File: src/sv/lfsm_pkg.sv
// ----------------------------------------------------------------------------
// lfsm_pkg - latest frame slot manager shared definitions
// widths, slot count and command codes used by the block and its checker
// ----------------------------------------------------------------------------
package lfsm_pkg;

	localparam int SLOTS   = 3;
	localparam int SLOT_W  = 2;
	localparam int STAMP_W = 64;
	localparam int CNT_W   = 32;
	// enough bits to count every slot
	localparam int NCNT_W  = $clog2(SLOTS + 1);

	localparam int IN_W  = 8;
	localparam int OUT_W = 72;

	localparam logic [CNT_W-1:0] CNT_MAX = {CNT_W{1'b1}};

	localparam logic [1:0] CMD_PUBLISH = 2'd0;
	localparam logic [1:0] CMD_TAKE    = 2'd1;
	localparam logic [1:0] CMD_FINISH  = 2'd2;
	localparam logic [1:0] CMD_READ    = 2'd3;

endpackage

File: src/sv/latest_frame_slot_manager_top.sv
// ----------------------------------------------------------------------------
// latest_frame_slot_manager_top - frame buffer slot manager
// hands out producer and consumer slots, keeps sent and dropped counters
// ----------------------------------------------------------------------------
//
// channel  | dir | handshake          | payload
// ---------+-----+--------------------+------------------------------------
// s_*      | in  | s_tvalid/s_tready  | s_tdata: cmd, done_slot, send_ok
// m_*      | out | m_tvalid/m_tready  | m_tdata: granted, grant_slot,
//          |     |                    |          sent_total, dropped_total
//
// one beat in gives exactly one beat out, in order
// a command beat is registered in the input register, then decoded against the
// slot state by combinational logic and the result lands in the output register,
// so the block sustains one beat per cycle while m_tready does not stall results
// the stamp comparators (one per ordered slot pair) and the 64-bit stamp
// increment set the depth of that decode logic
// arst_n clears all slot bits, stamps and counters; no warm-up sweep
// a stalled result holds the output register; the input register still
// takes a beat while it is empty
// ----------------------------------------------------------------------------
module latest_frame_slot_manager_top (
	input  logic                        clk,
	input  logic                        arst_n,
	input  logic                        s_tvalid,
	output logic                        s_tready,
	// [1:0] cmd, [3:2] done_slot, [4] send_ok, [7:5] zero
	input  logic [lfsm_pkg::IN_W-1:0]   s_tdata,
	output logic                        m_tvalid,
	input  logic                        m_tready,
	// [0] granted, [2:1] grant_slot, [34:3] sent_total,
	// [66:35] dropped_total, [71:67] zero
	output logic [lfsm_pkg::OUT_W-1:0]  m_tdata
);

	// saturating counter add
	function automatic logic [lfsm_pkg::CNT_W-1:0] sat_add(
		input logic [lfsm_pkg::CNT_W-1:0]  a,
		input logic [lfsm_pkg::NCNT_W-1:0] b
	);
		logic [lfsm_pkg::CNT_W:0] sum;
		sum = {1'b0, a} + (lfsm_pkg::CNT_W + 1)'(b);
		return sum[lfsm_pkg::CNT_W] ? lfsm_pkg::CNT_MAX : sum[lfsm_pkg::CNT_W-1:0];
	endfunction

	// input register
	logic                          valid_s1;
	logic [1:0]                    cmd_s1;
	logic [lfsm_pkg::SLOT_W-1:0]   done_slot_s1;
	logic                          send_ok_s1;

	// result register
	logic                          valid_s2;
	logic                          granted_s2;
	logic [lfsm_pkg::SLOT_W-1:0]   grant_slot_s2;
	logic [lfsm_pkg::CNT_W-1:0]    sent_total_s2;
	logic [lfsm_pkg::CNT_W-1:0]    dropped_total_s2;

	// slot state
	logic [lfsm_pkg::SLOTS-1:0]    filled_q;
	logic [lfsm_pkg::SLOTS-1:0]    sending_q;
	logic [lfsm_pkg::STAMP_W-1:0]  stamp_q [lfsm_pkg::SLOTS];
	logic [lfsm_pkg::STAMP_W-1:0]  frame_stamp_q;
	logic [lfsm_pkg::CNT_W-1:0]    sent_q;
	logic [lfsm_pkg::CNT_W-1:0]    dropped_q;

	// next state
	logic [lfsm_pkg::SLOTS-1:0]    filled_d;
	logic [lfsm_pkg::SLOTS-1:0]    sending_d;
	logic [lfsm_pkg::STAMP_W-1:0]  stamp_d [lfsm_pkg::SLOTS];
	logic [lfsm_pkg::STAMP_W-1:0]  frame_stamp_d;
	logic [lfsm_pkg::CNT_W-1:0]    sent_upd;
	logic [lfsm_pkg::CNT_W-1:0]    dropped_upd;
	logic [lfsm_pkg::CNT_W-1:0]    sent_d;
	logic [lfsm_pkg::CNT_W-1:0]    dropped_d;
	logic                          granted_d;
	logic [lfsm_pkg::SLOT_W-1:0]   grant_slot_d;

	// selection
	logic [lfsm_pkg::SLOTS-1:0]    lt [lfsm_pkg::SLOTS];
	logic [lfsm_pkg::SLOTS-1:0]    cand_pub;
	logic [lfsm_pkg::SLOTS-1:0]    cand_take;
	logic [lfsm_pkg::SLOTS-1:0]    pick_pub;
	logic [lfsm_pkg::SLOTS-1:0]    pick_take;
	logic [lfsm_pkg::SLOT_W-1:0]   idx_pub;
	logic [lfsm_pkg::SLOT_W-1:0]   idx_take;
	logic [lfsm_pkg::NCNT_W-1:0]   n_take;
	logic [lfsm_pkg::NCNT_W-1:0]   n_others;
	logic [lfsm_pkg::STAMP_W-1:0]  stamp_inc;

	logic advance;

	// the result register moves when empty or drained this cycle
	assign advance  = valid_s1 && (!valid_s2 || m_tready);
	assign s_tready = !valid_s1 || advance;

	// pairwise stamp compare, lt[i][j] means slot i older than slot j
	always_comb begin
		for (int i = 0; i < lfsm_pkg::SLOTS; i++) begin
			for (int j = 0; j < lfsm_pkg::SLOTS; j++) begin
				lt[i][j] = (i != j) && (stamp_q[i] < stamp_q[j]);
			end
		end
	end

	// oldest free slot and newest waiting slot, ties to the lowest index
	always_comb begin
		cand_pub  = ~filled_q & ~sending_q;
		cand_take = filled_q & ~sending_q;
		idx_pub   = '0;
		idx_take  = '0;
		n_take    = '0;
		for (int i = 0; i < lfsm_pkg::SLOTS; i++) begin
			pick_pub[i]  = cand_pub[i];
			pick_take[i] = cand_take[i];
			for (int j = 0; j < lfsm_pkg::SLOTS; j++) begin
				if (j < i) begin
					// lower index wins ties, so strictly better needed
					if (cand_pub[j] && !lt[i][j])
						pick_pub[i] = 1'b0;
					if (cand_take[j] && !lt[j][i])
						pick_take[i] = 1'b0;
				end else if (j > i) begin
					if (cand_pub[j] && lt[j][i])
						pick_pub[i] = 1'b0;
					if (cand_take[j] && lt[i][j])
						pick_take[i] = 1'b0;
				end
			end
			n_take = n_take + lfsm_pkg::NCNT_W'(cand_take[i]);
		end
		for (int i = 0; i < lfsm_pkg::SLOTS; i++) begin
			if (pick_pub[i])
				idx_pub = idx_pub | lfsm_pkg::SLOT_W'(i);
			if (pick_take[i])
				idx_take = idx_take | lfsm_pkg::SLOT_W'(i);
		end
		// every waiting frame but the one taken is dropped
		n_others = (n_take == '0) ? '0 : n_take - lfsm_pkg::NCNT_W'(1);
	end

	assign stamp_inc = frame_stamp_q + lfsm_pkg::STAMP_W'(1);

	// command decode and state update
	always_comb begin
		filled_d      = filled_q;
		sending_d     = sending_q;
		stamp_d       = stamp_q;
		frame_stamp_d = frame_stamp_q;
		sent_upd      = sent_q;
		dropped_upd   = dropped_q;
		granted_d     = 1'b0;
		grant_slot_d  = '0;
		unique case (cmd_s1)
			lfsm_pkg::CMD_PUBLISH: begin
				if (|pick_pub) begin
					frame_stamp_d = stamp_inc;
					for (int i = 0; i < lfsm_pkg::SLOTS; i++) begin
						if (pick_pub[i]) begin
							stamp_d[i]  = stamp_inc;
							filled_d[i] = 1'b1;
						end
					end
					granted_d    = 1'b1;
					grant_slot_d = idx_pub;
				end else begin
					// producer finds no free slot, frame lost
					dropped_upd = sat_add(dropped_q, lfsm_pkg::NCNT_W'(1));
				end
			end
			lfsm_pkg::CMD_TAKE: begin
				if (|pick_take) begin
					for (int i = 0; i < lfsm_pkg::SLOTS; i++) begin
						if (pick_take[i])
							sending_d[i] = 1'b1;
						else if (cand_take[i])
							filled_d[i] = 1'b0;
					end
					dropped_upd  = sat_add(dropped_q, n_others);
					granted_d    = 1'b1;
					grant_slot_d = idx_take;
				end
			end
			lfsm_pkg::CMD_FINISH: begin
				// out-of-range or idle slot falls through untouched
				for (int i = 0; i < lfsm_pkg::SLOTS; i++) begin
					if (int'(done_slot_s1) == i && sending_q[i]) begin
						sending_d[i] = 1'b0;
						filled_d[i]  = 1'b0;
						if (send_ok_s1)
							sent_upd = sat_add(sent_q, lfsm_pkg::NCNT_W'(1));
						else
							dropped_upd = sat_add(dropped_q, lfsm_pkg::NCNT_W'(1));
					end
				end
			end
			lfsm_pkg::CMD_READ: begin
				// counters reported below, then cleared
			end
			default: begin
			end
		endcase
		sent_d    = (cmd_s1 == lfsm_pkg::CMD_READ) ? '0 : sent_upd;
		dropped_d = (cmd_s1 == lfsm_pkg::CMD_READ) ? '0 : dropped_upd;
	end

	// input register
	always_ff @(posedge clk or negedge arst_n) begin
		if (!arst_n) begin
			valid_s1 <= 1'b0;
		end else if (s_tready) begin
			valid_s1 <= s_tvalid;
		end
	end

	always_ff @(posedge clk) begin
		if (s_tvalid && s_tready) begin
			cmd_s1       <= s_tdata[1:0];
			done_slot_s1 <= s_tdata[3:2];
			send_ok_s1   <= s_tdata[4];
		end
	end

	// slot state, updated once per decoded beat
	always_ff @(posedge clk or negedge arst_n) begin
		if (!arst_n) begin
			filled_q      <= '0;
			sending_q     <= '0;
			frame_stamp_q <= '0;
			sent_q        <= '0;
			dropped_q     <= '0;
			for (int i = 0; i < lfsm_pkg::SLOTS; i++)
				stamp_q[i] <= '0;
		end else if (advance) begin
			filled_q      <= filled_d;
			sending_q     <= sending_d;
			frame_stamp_q <= frame_stamp_d;
			sent_q        <= sent_d;
			dropped_q     <= dropped_d;
			stamp_q       <= stamp_d;
		end
	end

	// result register
	always_ff @(posedge clk or negedge arst_n) begin
		if (!arst_n) begin
			valid_s2 <= 1'b0;
		end else if (advance) begin
			valid_s2 <= 1'b1;
		end else if (m_tready) begin
			valid_s2 <= 1'b0;
		end
	end

	always_ff @(posedge clk) begin
		if (advance) begin
			granted_s2       <= granted_d;
			grant_slot_s2    <= grant_slot_d;
			// counters after this beat's update, before a read clear
			sent_total_s2    <= sent_upd;
			dropped_total_s2 <= dropped_upd;
		end
	end

	assign m_tvalid = valid_s2;
	assign m_tdata  = {5'b0, dropped_total_s2, sent_total_s2, grant_slot_s2, granted_s2};

endmodule

File: config.mk
export PLATFORM = sky130hd
export DESIGN_NAME = latest_frame_slot_manager_top
export DESIGN_NICKNAME = d
export VERILOG_FILES = /design/src/sv/lfsm_pkg.sv /design/src/sv/latest_frame_slot_manager_top.sv
export SDC_FILE = /design/constraint.sdc
export NUM_CORES = 1
export LEC_CHECK = 0
export ABC_AREA = 1
export BUFFER_PORTS_ARGS = -buffer_cell sky130_fd_sc_hd__buf_2
export CAP_MARGIN = 20
export CORE_ASPECT_RATIO = 1.2
export CORE_MARGIN = 8
export CORE_UTILIZATION = 40
export DETAILED_ROUTE_END_ITERATION = 6
export GPL_TIMING_DRIVEN = 0
export SLEW_MARGIN = 20
export SYNTH_ARGS = -nofsm -noshare
export SYNTH_HDL_FRONTEND = slang
export SYNTH_SLANG_ARGS = --single-unit
File: constraint.sdc
create_clock -name clk -period 3.71 [get_ports clk]
set_input_delay 0.742 -clock clk [delete_from_list [all_inputs] [get_ports clk]]
set_output_delay 0.742 -clock clk [all_outputs]
set_load 0.03 [all_outputs]
==> summary.md <==
| Metric | Value |
|---|---|
| Largest net degree at the start of global routing | `94` |
| Distinct cells, synth | `58` |
| Sequential share of the synthesized area | `about two fifths` |
| Port-buffer cells | `77` |
| Most frequent cells in the layout | `nand2_1, inv_1, o21ai_0` |
| Total GRT Usage | `22.7%` |
| Synth Instances | `3378` |
| Critical Path End Type | `flop` |
| Post-Route WL | `82900 um` |
| Max-Cap Viols | `0` |
| Critical path buffer and inverter count | `2` |
| Core Box Area | `0.0633 mm2` |
| CP Max Fanout | `6` |
| Die X | `247 um` |
| Reg-to-Reg Start | `sending_q[2]$_DFFE_PN0P_` |
| Cell Count, Final, Fillers Out | `~4400` |
| Antenna violations before repair | `2` |
| Asr flop ratio synth | `slightly above 80%` |
| Worst-Margin Slew | `0.875 ns` |
| FF-to-FF setup slack | `0.07 ns` |
| Clk Latency, worst-skew pair | `0.60 ns` |
| Register bit count reported by yosys | `400` |
| Layout cells sized above 1 | `9.32%` |
| Final Critical Period | `3.64 ns` |
| Crit Reg-Reg Endpoint | `dropped_total_s2[24]$_DFFE_PP_` |
| Worst relative slew slack | `41.1%` |
| Via-per-instance ratio | `5.30` |
| Post-synth EDFFs | `72` |
| Mapped Avg Cell Area | `7.57 um2` |
| Total leakage power | `0.0138 uW` |
| First-pass GRT wire length | `~130000 um` |
| Post-DRT Antenna Nets | `0` |
| Largest buffer count on any clock path | `3` |
| R2R cell count | `16` |
| Via count | `23300` |
| Starting Density | `40.4%` |
| CP Launch Type | `flop` |
| Finished Core Util | `46.1%` |
| Die height | `293 um` |
| Placed cells | `4287` |
| Clock transition at path regs | `0.06 ns` |
| RD Place Congestion | `0.983` |
| Root Buffer | `clkbuf_16` |
| Largest delay share family, worst path | `simple AND/OR/NAND/NOR gates` |
| Commonest non-fill, non-tap cell in the layout | `nand2_1` |
| Inserted Clock Buffers | `45` |
| Final Cycle Share | `just under 100%` |
| Area Overhead vs Synth | `14.1%` |
| Die area | `0.0723 mm2` |
| Cell Rows | `101` |
| Final hold vios | `0` |
| Yosys warning count | `0` |
| CP Data Required Time | `4.05 ns` |
| Hold/Removal Path Class | `primary input to async pin` |
| WL/cell | `around 19 um` |
| RSZ-0062 raised after global routing | `true` |
| Final worst slack | `0.0661 ns` |
| Vias in the first global route | `22800` |
| CP max stage cell | `fa_2` |
| Pwr Total | `19800 uW` |
| Most used cell, CP | `nor2_4` |
| Synthesized cell area | `0.0256 mm2` |
| DRT Pass-1 Iters | `6` |
| Clock Skews | `~0.034 ns` |
| Arr. time, crit path | `3.99 ns` |
| WS Path Type | `flop to flop` |
| HPWL after detailed placement | `61300 um` |
| Drt drc | `0` |
| Remaining global-route overflow | `0` |
| Final #Nets | `3740` |
| Max Clk Rate | `around 270 MHz` |
| CTS H-tree lvls | `2` |
| I/O pin count | `86` |
| Setup TNS | `0 ns` |
| CTS tree | `yes` |
| Synth Flop Type | `dfrtp_1` |
| Place WS | `-0.987 ns` |
| N_diodes | `0` |
| Final setup fails | `0` |
| Worst stage delay on the critical path | `0.51 ns` |
| Fin. max-slew vios | `0` |
| Post-CTS Hold Buffers | `0` |
| PD cells | `680 mW/mm2` |
| Outcome | `finished, final reports clean` |
| Initial DRC Count | `1883` |
| Worst vdd rail ir drop | `roughly 0.34 mV` |
| FILL cells | `between 6000 and 7000` |
| CP cell instances | `nor2_4 -> fa_2 -> nor2_4 -> ha_1 -> inv_1 -> fa_2 -> nor3_4 -> nand2_2 -> nor2_4 -> buf_4 -> nand2_1 -> o21ai_0 -> nand3_1 -> nand3_1 -> nand2_1 -> o21ai_0` |
| Clock sink count | `400` |
-- power by group --
group,switching (uW),internal [uW]
registers,917,5820
clock network,1960,3050
logic,5380,2710
total,8250,11600
-- cell families after synthesis --
logic type | Yosys count | share of synthesized area [%]
xor+xnor | 93 | 3.19
fa+ha+maj | 203 | 9.99
buf+inv | 567 | 8.71
simple gates | 1567 | 26.3
flops | 400 | 40.6
other cells | 1 | 0.0147
compound gates | 547 | 11.3
-- layout make-up --
class	instances	area, um2	area share (%)
multi-input combinational	2415	13200	45.1
sequential	400	10400	35.6
inverter	452	1700	5.82
clock buffer	61	1280	4.38
tap	824	1030	3.54
buffer	115	632	2.17
timing repair buffer	96	631	2.16
clock inverter	22	368	1.26
-- cells in the mapped netlist (5+ instances only) --
cell type    n  area (um2)
nor4_1      18         113
xor2_1      89         780
o22ai_1     15        93.8
inv_1      439        1650
o21bai_1    10        75.1
inv_2       12        45.0
nor2_2       8        50.1
o21ai_1     21         105
nand3_1    221        1110
nor2_4       7        78.8
nand2_2      5        31.3
nor2_1     198         743
a21oi_1    131         656
ha_1       201        2510
buf_4       14         105
edfxtp_1    72        2160
o21ai_0    335        1680
nor3_1      66         330
nand3_2      5        50.1
nor3_2      10         100
a21o_1       7        52.6
nand2_1    963        3610
buf_2       33         165
clkbuf_1    60         225
nand4_1     49         307
buf_1        5        18.8
dfrtp_1    328        8210
-- layer usage --
layer	global-route usage [%]	vias to the layer above	wire, um
met5	0	-	16
met4	8.57	2	3140
met3	2.72	174	4670
met2	38.1	712	39600
met1	29.8	11000	35500
li1	-	11300	-
-- state kept, by name (all words and copies together), names as in the netlist --
name and count:
sent_q 32, grant_slot_s2 2, stamp_q 192, done_slot_s1 2, dropped_q 32, granted_s2 1, valid_s1 1, cmd_s1 2
dropped_total_s2 32, sending_q 3, frame_stamp_q 64, send_ok_s1 1, filled_q 3, m_tvalid 1, sent_total_s2 32
-- what timing repair did --
action | 4_1_cts | 5_1_grt
pin swaps | 3 | 7
gates resized for setup | 43 | 69
cloned | 0 | 0
buffers inserted | 6 | 9
endpoints found under the setup margin | 157 | 256
-- worst max-delay path by stage --
stage	from	end	slack, ns	cells past startpoint
3_3_place_gp	arst_n	stamp_q[21]$_DFFE_PN0P_	-4.92	1
4_1_cts	stamp_q[31]$_DFFE_PN0P_	dropped_total_s2[24]$_DFFE_PP_	0.005	20
5_1_grt	stamp_q[29]$_DFFE_PN0P_	dropped_total_s2[17]$_DFFE_PP_	-0.08	20
3_5_place_dp	sending_q[0]$_DFFE_PN0P_	dropped_total_s2[28]$_DFFE_PP_	-0.99	16
2_1_floorplan	sending_q[0]$_DFFE_PN0P_	dropped_total_s2[3]$_DFFE_PP_	0.36	16
6_report	sending_q[2]$_DFFE_PN0P_	dropped_total_s2[24]$_DFFE_PP_	0.07	16
-- metrics by stage --
stage	hold WS, ns	cell area, um2
detailed placement	0.473	27100
global route	0.184	29200
floorplan	0.446	25600
CTS	0.148	28900
global placement	0.467	27000
finish	0.153	29200
Power figures use the tool's default switching activity.
